[src/sma_pkg.sv]
`timescale 1ns / 1ps

package sma_pkg;

  localparam int unsigned DefStackDepth = 16;
  localparam int unsigned DataW = 32;
  localparam int unsigned DivW = 48;

  typedef enum logic [4:0] {
    ACT_PUSH  = 5'd0,
    ACT_POP   = 5'd1,
    ACT_PEEK  = 5'd2,
    ACT_DUP   = 5'd3,
    ACT_SWAP  = 5'd4,
    ACT_DROP  = 5'd5,
    ACT_NEG   = 5'd6,
    ACT_INC   = 5'd7,
    ACT_DEC   = 5'd8,
    ACT_TRUNC = 5'd9,
    ACT_NOT   = 5'd10,
    ACT_ADD   = 5'd11,
    ACT_SUB   = 5'd12,
    ACT_MUL   = 5'd13,
    ACT_DIV   = 5'd14,
    ACT_MOD   = 5'd15,
    ACT_AND   = 5'd16,
    ACT_OR    = 5'd17,
    ACT_EQ    = 5'd18,
    ACT_NE    = 5'd19,
    ACT_GT    = 5'd20,
    ACT_LT    = 5'd21,
    ACT_GE    = 5'd22,
    ACT_LE    = 5'd23,
    ACT_CLEAR = 5'd24,
    ACT_SEED  = 5'd25
  } action_e;

  typedef enum logic [1:0] {
    ST_OK        = 2'd0,
    ST_UNDERFLOW = 2'd1,
    ST_OVERFLOW  = 2'd2,
    ST_DIV_ZERO  = 2'd3
  } status_e;

  typedef enum logic [1:0] {
    SH_HOLD,
    SH_DOWN,
    SH_UP
  } shift_e;

  typedef struct packed {
    shift_e shift;
    logic   load_en;
  } cell_ctrl_t;

  typedef struct packed {
    logic [4:0]         action;
    logic signed [31:0] operand;
  } in_t;

  typedef struct packed {
    logic [1:0]         status;
    logic signed [31:0] value;
    logic [4:0]         depth;
  } out_t;

endpackage

[src/sma_cell.sv]
`timescale 1ns / 1ps

module sma_cell (
  input  logic                      clk_i,
  input  sma_pkg::cell_ctrl_t       ctrl_i,
  input  logic signed [31:0]        down_val_i,
  input  logic signed [31:0]        up_val_i,
  input  logic signed [31:0]        load_val_i,
  output logic signed [31:0]        val_o
);
  import sma_pkg::*;

  logic signed [DataW-1:0] val_q, val_d;

  always_comb begin
    val_d = val_q;
    if (ctrl_i.load_en) begin
      val_d = load_val_i;
    end else begin
      case (ctrl_i.shift)
        SH_DOWN: val_d = down_val_i;
        SH_UP:   val_d = up_val_i;
        default: val_d = val_q;
      endcase
    end
  end

  always_ff @(posedge clk_i) begin
    val_q <= val_d;
  end

  assign val_o = val_q;

endmodule

[src/sma_div.sv]
`timescale 1ns / 1ps

module sma_div (
  input  logic        clk_i,
  input  logic        rst_ni,
  input  logic        start_i,
  input  logic [47:0] dividend_i,
  input  logic [31:0] divisor_i,
  output logic        done_o,
  output logic [47:0] quot_o,
  output logic [31:0] rem_o
);
  import sma_pkg::*;

  localparam int unsigned CntW = $clog2(DivW);

  logic [DataW-1:0] rem_q, rem_d, div_q;
  logic [DivW-1:0]  quot_q, quot_d;
  logic [CntW-1:0]  cnt_q;
  logic             busy_q, done_q;
  logic [DataW:0]   shifted, diff;

  // one quotient bit per cycle, restoring
  always_comb begin
    shifted = {rem_q, quot_q[DivW-1]};
    diff    = shifted - {1'b0, div_q};
    if (!diff[DataW]) begin
      rem_d  = diff[DataW-1:0];
      quot_d = {quot_q[DivW-2:0], 1'b1};
    end else begin
      rem_d  = shifted[DataW-1:0];
      quot_d = {quot_q[DivW-2:0], 1'b0};
    end
  end

  always_ff @(posedge clk_i or negedge rst_ni) begin
    if (!rst_ni) begin
      busy_q <= 1'b0;
      done_q <= 1'b0;
      cnt_q  <= '0;
    end else if (start_i) begin
      busy_q <= 1'b1;
      done_q <= 1'b0;
      cnt_q  <= CntW'(DivW - 1);
    end else if (busy_q) begin
      cnt_q <= cnt_q - 1'b1;
      if (cnt_q == '0) begin
        busy_q <= 1'b0;
        done_q <= 1'b1;
      end
    end
  end

  always_ff @(posedge clk_i) begin
    if (start_i) begin
      rem_q  <= '0;
      quot_q <= dividend_i;
      div_q  <= divisor_i;
    end else if (busy_q) begin
      rem_q  <= rem_d;
      quot_q <= quot_d;
    end
  end

  assign done_o = done_q;
  assign quot_o = quot_q;
  assign rem_o  = rem_q;

endmodule

[src/stack_machine_alu.sv]
`timescale 1ns / 1ps

// operand stack with a q16.16 alu. the stack is a chain of cells, one entry
// per cell, top of stack in cell 0; push and dup shift the chain down, pop,
// drop and binary ops shift it up, so every operation reads only the two
// top cells. one transaction in gives exactly one result transaction out
// (status, value, depth). input is taken only while the block is idle:
// most actions are captured, then executed while the chain shifts; mul
// first registers the 32x32 product, then rounds and saturates; div and
// mod run the 48-step bit-serial divider. a result waiting in the output
// register does not block the next input, but the execute step waits for
// that register to free up. underflow, overflow and divide by zero leave
// the stack unchanged. stack entries have no reset and cells above the
// depth hold stale data.
module stack_machine_alu #(
  parameter int unsigned STACK_DEPTH = sma_pkg::DefStackDepth
) (
  input  logic         clk_i,
  input  logic         rst_ni,
  input  logic         in_valid_i,
  output logic         in_stall_o,
  input  sma_pkg::in_t in_data_i,
  output logic         out_valid_o,
  input  logic         out_stall_i,
  output sma_pkg::out_t out_data_o
);
  import sma_pkg::*;

  localparam int unsigned SpW = $clog2(STACK_DEPTH + 1);
  localparam logic signed [DataW-1:0] SMax = 32'sh7fffffff;
  localparam logic signed [DataW-1:0] SMin = 32'sh80000000;
  localparam logic signed [DataW-1:0] QOne = 32'sh00010000;

  typedef enum logic [1:0] {S_IDLE, S_EXEC, S_MUL, S_DIV} state_e;

  state_e                  state_q, state_d;
  logic [4:0]              act_q;
  logic signed [DataW-1:0] opnd_q;
  logic signed [63:0]      prod_q, prod_d;
  logic                    neg_q, neg_d, mod_q, mod_d;
  logic [SpW-1:0]          sp_q, sp_d;
  logic                    out_valid_q;
  out_t                    out_q;

  // cell chain
  logic signed [DataW-1:0] cell_val [STACK_DEPTH];
  cell_ctrl_t              ctrl0, ctrl1, ctrl_rest;
  logic signed [DataW-1:0] ld0_val, ld1_val;
  logic signed [DataW-1:0] s0, s1;

  // divider
  logic        div_start, div_done;
  logic [47:0] div_dividend, div_quot;
  logic [31:0] div_divisor, div_rem;
  logic [31:0] mag_a, mag_b;

  // step decisions
  logic                    commit;
  status_e                 st;
  logic signed [DataW-1:0] top_n, value_n;
  logic                    show_s0;
  logic                    out_free;
  logic                    has1, has2, full;
  logic signed [DataW-1:0] un_r, bin_r, mul_r, div_r;
  logic signed [63:0]      mul_round;

  function automatic logic signed [31:0] sat33(input logic signed [32:0] v);
    if (v > 33'sh07fffffff) return 32'sh7fffffff;
    if (v < -33'sh080000000) return 32'sh80000000;
    return v[31:0];
  endfunction

  function automatic logic signed [31:0] truth(input logic b);
    return {15'b0, b, 16'b0};
  endfunction

  assign s0 = cell_val[0];
  assign s1 = cell_val[1];
  assign has1 = sp_q >= SpW'(1);
  assign has2 = sp_q >= SpW'(2);
  assign full = sp_q == SpW'(STACK_DEPTH);
  assign out_free = !out_valid_q || !out_stall_i;
  assign mag_a = s1[31] ? 32'(-s1) : 32'(s1);
  assign mag_b = s0[31] ? 32'(-s0) : 32'(s0);

  // unary results
  always_comb begin
    case (action_e'(act_q))
      ACT_NEG: un_r = (s0 == SMin) ? SMax : -s0;
      ACT_INC: un_r = sat33(33'(s0) + 33'(QOne));
      ACT_DEC: un_r = sat33(33'(s0) - 33'(QOne));
      ACT_TRUNC: begin
        if (!s0[31] || s0[15:0] == 16'h0) un_r = {s0[31:16], 16'h0};
        else un_r = {s0[31:16], 16'h0} + QOne;
      end
      default: un_r = truth(s0 == '0);
    endcase
  end

  // combinational binary results
  always_comb begin
    case (action_e'(act_q))
      ACT_ADD: bin_r = sat33(33'(s1) + 33'(s0));
      ACT_SUB: bin_r = sat33(33'(s1) - 33'(s0));
      ACT_AND: bin_r = truth(s1 != '0 && s0 != '0);
      ACT_OR:  bin_r = truth(s1 != '0 || s0 != '0);
      ACT_EQ:  bin_r = truth(s1 == s0);
      ACT_NE:  bin_r = truth(s1 != s0);
      ACT_GT:  bin_r = truth(s1 > s0);
      ACT_LT:  bin_r = truth(s1 < s0);
      ACT_GE:  bin_r = truth(s1 >= s0);
      default: bin_r = truth(s1 <= s0);
    endcase
  end

  // mul: round half up, then saturate
  always_comb begin
    mul_round = (prod_q + 64'sd32768) >>> 16;
    if (mul_round > 64'sh7fffffff) mul_r = SMax;
    else if (mul_round < -64'sh80000000) mul_r = SMin;
    else mul_r = mul_round[31:0];
  end

  // div and mod: restore sign, saturate the quotient
  always_comb begin
    if (mod_q) begin
      div_r = neg_q ? -$signed(div_rem) : $signed(div_rem);
    end else if (neg_q) begin
      div_r = (div_quot > 48'h80000000) ? SMin : -$signed(div_quot[31:0]);
    end else begin
      div_r = (div_quot > 48'h7fffffff) ? SMax : $signed(div_quot[31:0]);
    end
  end

  always_comb begin
    div_dividend = (action_e'(act_q) == ACT_MOD) ? {16'h0, mag_a} : {mag_a, 16'h0};
    div_divisor  = mag_b;
  end

  always_comb begin
    state_d   = state_q;
    prod_d    = prod_q;
    neg_d     = neg_q;
    mod_d     = mod_q;
    div_start = 1'b0;
    commit    = 1'b0;
    st        = ST_OK;
    sp_d      = sp_q;
    top_n     = s0;
    show_s0   = 1'b0;
    ctrl0     = '{shift: SH_HOLD, load_en: 1'b0};
    ctrl1     = '{shift: SH_HOLD, load_en: 1'b0};
    ctrl_rest = '{shift: SH_HOLD, load_en: 1'b0};
    ld0_val   = s0;
    ld1_val   = s0;

    unique case (state_q)
      S_IDLE: begin
        if (in_valid_i) state_d = S_EXEC;
      end
      S_EXEC: begin
        if (out_free) begin
          commit  = 1'b1;
          state_d = S_IDLE;
          case (action_e'(act_q))
            ACT_PUSH: begin
              if (full) st = ST_OVERFLOW;
              else begin
                ctrl0 = '{shift: SH_DOWN, load_en: 1'b0};
                ctrl1 = ctrl0;
                ctrl_rest = ctrl0;
                ld0_val = opnd_q;
                top_n = opnd_q;
                sp_d = sp_q + 1'b1;
              end
            end
            ACT_POP, ACT_PEEK: begin
              if (!has1) st = ST_UNDERFLOW;
              else begin
                show_s0 = 1'b1;
                if (action_e'(act_q) == ACT_POP) begin
                  ctrl0 = '{shift: SH_UP, load_en: 1'b0};
                  ctrl1 = ctrl0;
                  ctrl_rest = ctrl0;
                  sp_d = sp_q - 1'b1;
                end
              end
            end
            ACT_DUP: begin
              if (!has1) st = ST_UNDERFLOW;
              else if (full) st = ST_OVERFLOW;
              else begin
                ctrl0 = '{shift: SH_DOWN, load_en: 1'b0};
                ctrl1 = ctrl0;
                ctrl_rest = ctrl0;
                sp_d = sp_q + 1'b1;
              end
            end
            ACT_SWAP: begin
              if (!has2) st = ST_UNDERFLOW;
              else begin
                ctrl0 = '{shift: SH_HOLD, load_en: 1'b1};
                ctrl1 = ctrl0;
                ld0_val = s1;
                ld1_val = s0;
                top_n = s1;
              end
            end
            ACT_DROP: begin
              if (!has1) st = ST_UNDERFLOW;
              else begin
                ctrl0 = '{shift: SH_UP, load_en: 1'b0};
                ctrl1 = ctrl0;
                ctrl_rest = ctrl0;
                top_n = s1;
                sp_d = sp_q - 1'b1;
              end
            end
            ACT_NEG, ACT_INC, ACT_DEC, ACT_TRUNC, ACT_NOT: begin
              if (!has1) st = ST_UNDERFLOW;
              else begin
                ctrl0 = '{shift: SH_HOLD, load_en: 1'b1};
                ld0_val = un_r;
                top_n = un_r;
              end
            end
            ACT_MUL: begin
              if (!has2) st = ST_UNDERFLOW;
              else begin
                commit  = 1'b0;
                prod_d  = 64'(s1) * 64'(s0);
                state_d = S_MUL;
              end
            end
            ACT_DIV, ACT_MOD: begin
              if (!has2) st = ST_UNDERFLOW;
              else if (s0 == '0) st = ST_DIV_ZERO;
              else begin
                commit    = 1'b0;
                div_start = 1'b1;
                mod_d     = action_e'(act_q) == ACT_MOD;
                neg_d     = (action_e'(act_q) == ACT_MOD) ? s1[31] : (s1[31] ^ s0[31]);
                state_d   = S_DIV;
              end
            end
            ACT_ADD, ACT_SUB, ACT_AND, ACT_OR, ACT_EQ, ACT_NE,
            ACT_GT, ACT_LT, ACT_GE, ACT_LE: begin
              if (!has2) st = ST_UNDERFLOW;
              else begin
                ctrl0 = '{shift: SH_UP, load_en: 1'b1};
                ctrl1 = '{shift: SH_UP, load_en: 1'b0};
                ctrl_rest = ctrl1;
                ld0_val = bin_r;
                top_n = bin_r;
                sp_d = sp_q - 1'b1;
              end
            end
            ACT_CLEAR: sp_d = '0;
            ACT_SEED: begin
              ctrl0 = '{shift: SH_HOLD, load_en: 1'b1};
              ld0_val = opnd_q;
              top_n = opnd_q;
              sp_d = SpW'(1);
            end
            default: ;
          endcase
        end
      end
      S_MUL, S_DIV: begin
        if (out_free && (state_q == S_MUL || div_done)) begin
          commit    = 1'b1;
          state_d   = S_IDLE;
          ctrl0     = '{shift: SH_UP, load_en: 1'b1};
          ctrl1     = '{shift: SH_UP, load_en: 1'b0};
          ctrl_rest = ctrl1;
          ld0_val   = (state_q == S_MUL) ? mul_r : div_r;
          top_n     = ld0_val;
          sp_d      = sp_q - 1'b1;
        end
      end
      default: state_d = S_IDLE;
    endcase

    if (show_s0) value_n = s0;
    else if (sp_d == '0) value_n = '0;
    else value_n = top_n;
  end

  // chain of cells, cell 0 is the top of stack
  for (genvar i = 0; i < STACK_DEPTH; i++) begin : g_cell
    cell_ctrl_t              ctrl;
    logic signed [DataW-1:0] down_val, up_val, load_val;

    if (i == 0) begin : g_top
      assign ctrl     = ctrl0;
      assign down_val = ld0_val;
      assign load_val = ld0_val;
    end else if (i == 1) begin : g_second
      assign ctrl     = ctrl1;
      assign down_val = cell_val[i-1];
      assign load_val = ld1_val;
    end else begin : g_rest
      assign ctrl     = ctrl_rest;
      assign down_val = cell_val[i-1];
      assign load_val = ld1_val;
    end

    if (i == STACK_DEPTH - 1) begin : g_last
      assign up_val = '0;
    end else begin : g_mid
      assign up_val = cell_val[i+1];
    end

    sma_cell u_cell (
      .clk_i      (clk_i),
      .ctrl_i     (ctrl),
      .down_val_i (down_val),
      .up_val_i   (up_val),
      .load_val_i (load_val),
      .val_o      (cell_val[i])
    );
  end

  sma_div u_div (
    .clk_i      (clk_i),
    .rst_ni     (rst_ni),
    .start_i    (div_start),
    .dividend_i (div_dividend),
    .divisor_i  (div_divisor),
    .done_o     (div_done),
    .quot_o     (div_quot),
    .rem_o      (div_rem)
  );

  always_ff @(posedge clk_i or negedge rst_ni) begin
    if (!rst_ni) begin
      state_q     <= S_IDLE;
      sp_q        <= '0;
      out_valid_q <= 1'b0;
    end else begin
      state_q <= state_d;
      sp_q    <= sp_d;
      if (commit) out_valid_q <= 1'b1;
      else if (!out_stall_i) out_valid_q <= 1'b0;
    end
  end

  // payload registers
  always_ff @(posedge clk_i) begin
    if (state_q == S_IDLE && in_valid_i) begin
      act_q  <= in_data_i.action;
      opnd_q <= in_data_i.operand;
    end
    prod_q <= prod_d;
    neg_q  <= neg_d;
    mod_q  <= mod_d;
    if (commit) begin
      out_q.status <= st;
      out_q.value  <= value_n;
      out_q.depth  <= 5'(sp_d);
    end
  end

  assign in_stall_o  = state_q != S_IDLE;
  assign out_valid_o = out_valid_q;
  assign out_data_o  = out_q;

endmodule
[config.mk]
export PLATFORM = sky130hd
export DESIGN_NAME = stack_machine_alu
export DESIGN_NICKNAME = d
export VERILOG_FILES = /design/src/sma_pkg.sv /design/src/sma_cell.sv /design/src/sma_div.sv /design/src/stack_machine_alu.sv
export SDC_FILE = /design/constraint.sdc
export NUM_CORES = 2
export LEC_CHECK = 0
export ABC_AREA = 1
export BUFFER_PORTS_ARGS = -buffer_cell sky130_fd_sc_hd__buf_2
export CAP_MARGIN = 25
export CELL_PAD_IN_SITES_DETAIL_PLACEMENT = 0
export CELL_PAD_IN_SITES_GLOBAL_PLACEMENT = 2
export CORE_AREA = 2 2 468 470
export DETAILED_ROUTE_END_ITERATION = 16
export DIE_AREA = 0 0 470 472
export PLACE_DENSITY_LB_ADDON = 0.1
export SETUP_SLACK_MARGIN = 0.2
export SYNTH_ARGS = -nofsm -noshare
export SYNTH_HDL_FRONTEND = slang
export SYNTH_SLANG_ARGS = --single-unit
export TNS_END_PERCENT = 1
[constraint.sdc]
create_clock -name clk_i -period 14.97 [get_ports clk_i]
set_input_delay 2.2455 -clock clk_i [delete_from_list [all_inputs] [get_ports clk_i]]
set_output_delay 2.2455 -clock clk_i [all_outputs]
set_load 0.01 [all_outputs]
---- Yosys cells after proc, flatten, opt, wreduce, memory -nomap -nowiden ----
Index checks and enable logic that the tools add are counted.
operators by class
  add/subtract/negate cells ............... 14
  $mul .................................... 1
  order comparisons ....................... 18
  equal/unequal tests ..................... 42
  muxes and demuxes ....................... 173
  bitwise logic cells ..................... 2
  reduce and logical (&&, ||, !) cells .... 36
operator list
  kind                    number
  $mux 32                 54
  $pmux 32 s2             18
  $pmux 32 s9             1
  $pmux 32 s6             1
  $pmux 32 s5             1
  $mux 48                 3
  $gt 33x32->1 const B    4
  $lt 33x32->1 const B    4
  $neg 32->32             4
  $pmux 32 s4             1
  $gt 48x32->1 const B    2
  $add 64x17->64 const B  1
  $mul 32x32->64          1
  $reduce_bool 32->1      2
  $eq 5x5->1 const B      11
  $gt 48x31->1 const B    1
  $lt 48x32->1 const B    1
  $mux 1                  48
  $eq 5x4->1 const B      8
  $mux 5                  8
  $pmux 5 s7              1
  $add 32x18->33 const B  1
  $add 32x32->33          1
  $sub 32x18->33 const B  1
  other kinds (56)        108
word-level totals
  bits in registers ....................... 782
  output and inout bits ................... 41

---- Longest topological paths before layout ----
  depth after elaboration ................. 15
  gate-level depth with buffers ........... 35

---- Hierarchy ----
A second synthesis with hierarchy kept.
second synthesis, totals
  cell total of the unflattened synthesis .. 14214
  area, all modules ....................... 100385.0 µm²
modules (own cells, without submodules)
  module             instances  cells each  area each (µm²)  seq. area each (µm²)
  stack_machine_alu  1          8658        60305.3          4013.8
  sma_cell           16         278         2029.4           960.9
  sma_div            1          1108        7608.5           3243.1

---- Least setup slack after synthesis ----
Ideal clock, no wire load.
  path kind ............................... input -> register
  start point ............................. in out_stall_i
  end point ............................... reg g_cell[10].u_cell.val_q[0] (enable)
  arrival time ............................ 12.239 ns
  data required time ...................... 14.173 ns
  slack ................................... 1.934 ns
  stages on the path ...................... 10
  path through ............................ nand2_1 inv_1 a21oi_1 inv_1 nor2_1 a21oi_1 clkbuf_1 inv_1 ha_1 inv_1
between the ends
  cells in the longest elaborated chain, start to end .. 7
  elaborated cells between the ends (all ways) .. 9
RTL lines
  item                                      RTL line                  source
  start: declaration                        stack_machine_alu.sv:24   input logic out_stall_i,
  $logic_not 1->1 (*)                       n/a
  $logic_or 1x1->1 (*)                      stack_machine_alu.sv:82   assign out_free = !out_valid_q || !out_stall_i;
  $logic_and 1x1->1                         stack_machine_alu.sv:270  if (out_free && (state_q == S_MUL || div_done)) begin
  $mux 3                                    stack_machine_alu.sv:270
  $pmux 3 s2 (*)                            stack_machine_alu.sv:157  unique case (state_q)
  $eq 2x1->1 or $eq 2x2->1 (tied branches)  sma_cell.sv:20            case (ctrl_i.shift)
  $reduce_bool 3->1 (no source line) (*)    n/a
  end signal: assignment                    sma_cell.sv:29            val_q <= val_d;
  end: declaration                          sma_cell.sv:13            logic signed [DataW-1:0] val_q, val_d;
Mark *: on every way between the ends. The rest lies on a longest branch, timed or not.
A chain may end at the register's enable or synchronous reset.

---- Worst setup path after layout ----
  start point ............................. reg g_cell[0].u_cell.val_q[2]
  end point ............................... reg prod_q[57], data pin
between the ends
  cells in the longest elaborated chain, start to end .. 1
RTL lines
  item                      RTL line                  source
  start: declaration        sma_cell.sv:13
  start signal: assignment  sma_cell.sv:29
  $mul 32x32->64            stack_machine_alu.sv:231  prod_d = 64'(s1) * 64'(s0);
  end signal: assignment    stack_machine_alu.sv:354  prod_q <= prod_d;
  end: declaration          stack_machine_alu.sv:39   logic signed [63:0] prod_q, prod_d;
No other way between the ends.

==> run_summary.xml <==
<?xml version="1.0" encoding="UTF-8"?>
<metrics>
  <group name="synth">
    <metric name="synthesis.instances" unit="">10900</metric>
    <metric name="synth_compound_area_share" unit="%">10.97</metric>
    <metric name="syn_nets" unit="">12320</metric>
    <metric name="synth-main-ff-cell" unit="">sky130_fd_sc_hd__edfxtp_1</metric>
    <metric name="post_synth_adder_cell_area" unit="%">29.38</metric>
    <metric name="post_synth.cell_area_avg" unit="sq um">7.934</metric>
    <metric name="ys.warnings.count" unit="">0</metric>
    <metric name="synth_top_family_by_area" unit="">adder cells</metric>
    <metric name="synth_xor_area_share" unit="%">2.785</metric>
    <metric name="synth_seq_cells" unit="">767</metric>
    <metric name="async_reset_ff_share" unit="%">2.086</metric>
    <metric name="synthSimpleGateAreaFrac" unit="%">18.23</metric>
    <metric name="synth.cell_area" unit="sq um">86470</metric>
    <metric name="synth-edff-count" unit="">719</metric>
    <metric name="seq_area_frac_synth" unit="%">26.17</metric>
    <metric name="yosys-mux-area-fraction" unit="%">0.03907</metric>
    <metric name="synth.distinct_cells" unit="">69</metric>
  </group>
  <group name="worst_setup_path">
    <metric name="setup.worst_path.start_class" unit="">flip-flop</metric>
    <metric name="critical_path_arrival" unit="ns">9.65</metric>
    <metric name="crit_type" unit="">flip-flop to flip-flop</metric>
    <metric name="worstRegToRegCells" unit="">30</metric>
    <metric name="cpMaxStageDelayCell" unit="">sky130_fd_sc_hd__fa_1</metric>
    <metric name="cp_slowest_stage_delay" unit="ns">0.70</metric>
    <metric name="cp_num_buf_inv" unit="">10</metric>
    <metric name="timing.critical_path.fanout_max" unit="">41</metric>
    <metric name="logic_depth_of_the_worst_path_buffers_included" unit="">30</metric>
    <metric name="cpLargestDelayFamily" unit="">adder cells</metric>
    <metric name="worstSetupEndpointType" unit="">flip-flop</metric>
    <metric name="cp_common_cell" unit="">sky130_fd_sc_hd__inv_1</metric>
    <metric name="worstPathRequired" unit="ns">15.46</metric>
  </group>
  <group name="clocking">
    <metric name="cts-hold-fix-buffers" unit="">0</metric>
    <metric name="clock-sinks" unit="">767</metric>
    <metric name="postCtsSetupBuffers" unit="">0</metric>
    <metric name="insertion_delay" unit="ns">0.79</metric>
    <metric name="cts_root_buffer" unit="">sky130_fd_sc_hd__clkbuf_16</metric>
    <metric name="clockBufferDepth" unit="">3</metric>
    <metric name="htreeDepth" unit="">3</metric>
    <metric name="postCtsResizedCells" unit="">0</metric>
    <metric name="numCtsBuffers" unit="">93</metric>
    <metric name="cts_tree" unit="">built</metric>
    <metric name="clkSlewWorstSetupHoldPaths" unit="ns">0.07</metric>
  </group>
  <group name="drt">
    <metric name="detail-route-antenna-nets" unit="">0</metric>
    <metric name="drt_first_iter_violations" unit="">7145</metric>
    <metric name="drc" unit="">0</metric>
    <metric name="drt-vias-per-instance" unit="">5.395</metric>
    <metric name="detailedRoute.firstPassIterationCount" unit="">6</metric>
    <metric name="wl" unit="mm">348.6</metric>
    <metric name="wl_per_cell" unit="microns">25.59</metric>
    <metric name="detailroute.via_count" unit="">73500</metric>
  </group>
  <group name="placed_design">
    <metric name="buffer_ports.inserted" unit="">81</metric>
    <metric name="detailedPlacementHpwl" unit="mm">267.2</metric>
    <metric name="pre_cts_ws" unit="ns">5.957</metric>
    <metric name="place.gp.congestion" unit="">0.9628</metric>
  </group>
  <group name="hold_path">
    <metric name="hold_path_depth" unit="">2</metric>
    <metric name="timing.hold.worst.class" unit="">flip-flop to flip-flop</metric>
  </group>
  <group name="floorplanning">
    <metric name="floorplan.initialDensity" unit="%">39.94</metric>
    <metric name="num_io_pins" unit="">82</metric>
    <metric name="coreArea" unit="sq um">216500</metric>
    <metric name="die_area" unit="sq um">221800</metric>
    <metric name="die-width" unit="microns">470</metric>
    <metric name="row_count" unit="">171</metric>
    <metric name="die_height" unit="microns">472</metric>
  </group>
  <group name="sta">
    <metric name="rsz_0062_raised_after_global_routing" unit="">no</metric>
    <metric name="timing_max_transition_violations_final" unit="">0</metric>
    <metric name="slew_headroom" unit="%">22.29</metric>
    <metric name="finalWorstSetupSlack" unit="ns">5.811</metric>
    <metric name="min_period_over_period" unit="%">61.18</metric>
    <metric name="timing.setup.tns" unit="ns">0</metric>
    <metric name="hold_violations" unit="">0</metric>
    <metric name="period_minus_slack" unit="ns">9.159</metric>
    <metric name="skew" unit="ns">0.05589</metric>
    <metric name="timing_limited_maximum_frequency" unit="GHz">0.1092</metric>
    <metric name="worst-slew-pin-transition" unit="ns">1.164</metric>
    <metric name="timing.final.setup_violations" unit="">0</metric>
  </group>
  <group name="run">
    <metric name="timing.max_cap.violations" unit="">0</metric>
  </group>
  <group name="grt">
    <metric name="grt_first_pass_wirelength" unit="mm">506.7</metric>
    <metric name="grt_util_all_layers" unit="%">31.21</metric>
    <metric name="grt_pass1_vias" unit="">73240</metric>
    <metric name="grt-ovfl-total" unit="">0</metric>
    <metric name="initial_antenna_violation_count" unit="">21</metric>
    <metric name="grt_max_degree" unit="">268</metric>
  </group>
  <group name="final_layout">
    <metric name="areaGrowthSynthToFinish" unit="%">7.498</metric>
    <metric name="fraction_of_final_layout_cells_sized_beyond_drive_strength_1" unit="%">4.730</metric>
    <metric name="final_cell_mix" unit="">sky130_fd_sc_hd__nand2_1 (2493), sky130_fd_sc_hd__inv_1 (2196), sky130_fd_sc_hd__fa_1 (1084)</metric>
    <metric name="num-nets-final" unit="">12100</metric>
    <metric name="layout.cells.most_common" unit="">sky130_fd_sc_hd__nand2_1</metric>
    <metric name="post_route_core_utilization" unit="%">42.93</metric>
  </group>
  <group name="run_status">
    <metric name="status" unit="">completed</metric>
  </group>
</metrics>
[logic make-up after synthesis]
family          count (synthesis)
compound gates               1728
simple gates                 3922
flops                         767
xor+xnor                      275
buf+inv                      2823
fa+ha+maj                    1380
mux                             3
[worst min-delay path, stage by stage, from the launching register on]
cell and delay (ns):
sky130_fd_sc_hd__edfxtp_1 0.32, sky130_fd_sc_hd__nand2_1 0.05, sky130_fd_sc_hd__o21ai_0 0.05
[layer usage]
layer  GRT usage (%)  routed length (microns)
met4           14.44                    18400
met2           49.06                   157300
met3           5.220                    23460
met5               0                      144
met1           42.14                   149300
[metrics by stage]
step           hold WS, ns  cells  area, sq um
6_report            0.5335  13620        92950
5_1_grt             0.5702  13620        92940
4_1_cts             0.5369  13610        92900
3_5_place_dp        0.5112  13440        89640
3_3_place_gp        0.5056  13430        89560
2_1_floorplan       0.4905  10900        86470
[flip-flops by register name (all words and copies together), names as in the netlist]
| register | flops |
|---|---|
| state_q | 2 |
| out_data_o | 39 |
| opnd_q | 32 |
| act_q | 5 |
| u_div.quot_o | 48 |
| u_div.div_q | 32 |
| out_valid_o | 1 |
| u_div.done_o | 1 |
| g_cell.u_cell.val_o | 512 |
| u_div.rem_o | 32 |
| neg_q | 1 |
| u_div.busy_q | 1 |
| prod_q | 49 |
| sp_q | 5 |
| mod_q | 1 |
| u_div.cnt_q | 6 |
[layout make-up]
class,instances,area [sq um]
Fill cell,22330,123600
Multi-Input combinational cell,7308,53180
Sequential cell,767,22630
Inverter,2253,8466
Tap cell,2854,3571
Clock buffer,108,2394
Timing Repair Buffer,260,1833
Clock inverter,65,859.6
Antenna cell,9,22.52
[final timing paths]
kind / startpoint / end / slack [ns]
max in group asynchronous: rst_ni / sp_q[0] / 13.26
worst min-delay path: g_cell[15].u_cell.val_o[15] / g_cell[14].u_cell.val_o[15] / 0.53
worst min register to register: g_cell[15].u_cell.val_o[15] / g_cell[14].u_cell.val_o[15] / 0.53
worst max register to register: g_cell[0].u_cell.val_o[2] / prod_q[57] / 5.81
worst max-delay path: g_cell[0].u_cell.val_o[2] / prod_q[57] / 5.81
min in group asynchronous: rst_ni / u_div.done_o / 1.40
[cell usage after synthesis, drive strengths merged (18+ instances only)]
master  instances  area, sq um
fa           1084        21700
ha            295         3691
nand4         139        875.8
clkinv         21        80.07
o22ai          40        250.2
a21oi         685         3440
o211ai         31        237.7
o221ai         20        175.2
a31oi          46        287.8
nand2        2501         9403
o21ai         732         3712
nor4           23        158.9
xnor2          50        437.9
buf           197        882.1
nand3         198        996.0
inv          2232         8378
dfxtp          32        640.6
a211oi         35        262.8
nor3          101        545.5
o21bai         18        135.1
nor2          924         3538
a221oi         22        192.7
xor2          225         1971
clkbuf        373         1405
edfxtp        719        21590
o21a           24        180.2
Power is left out: the tool's default activity adds up to more than one toggle a clock period on the data nets, which glitch-free logic cannot reach.
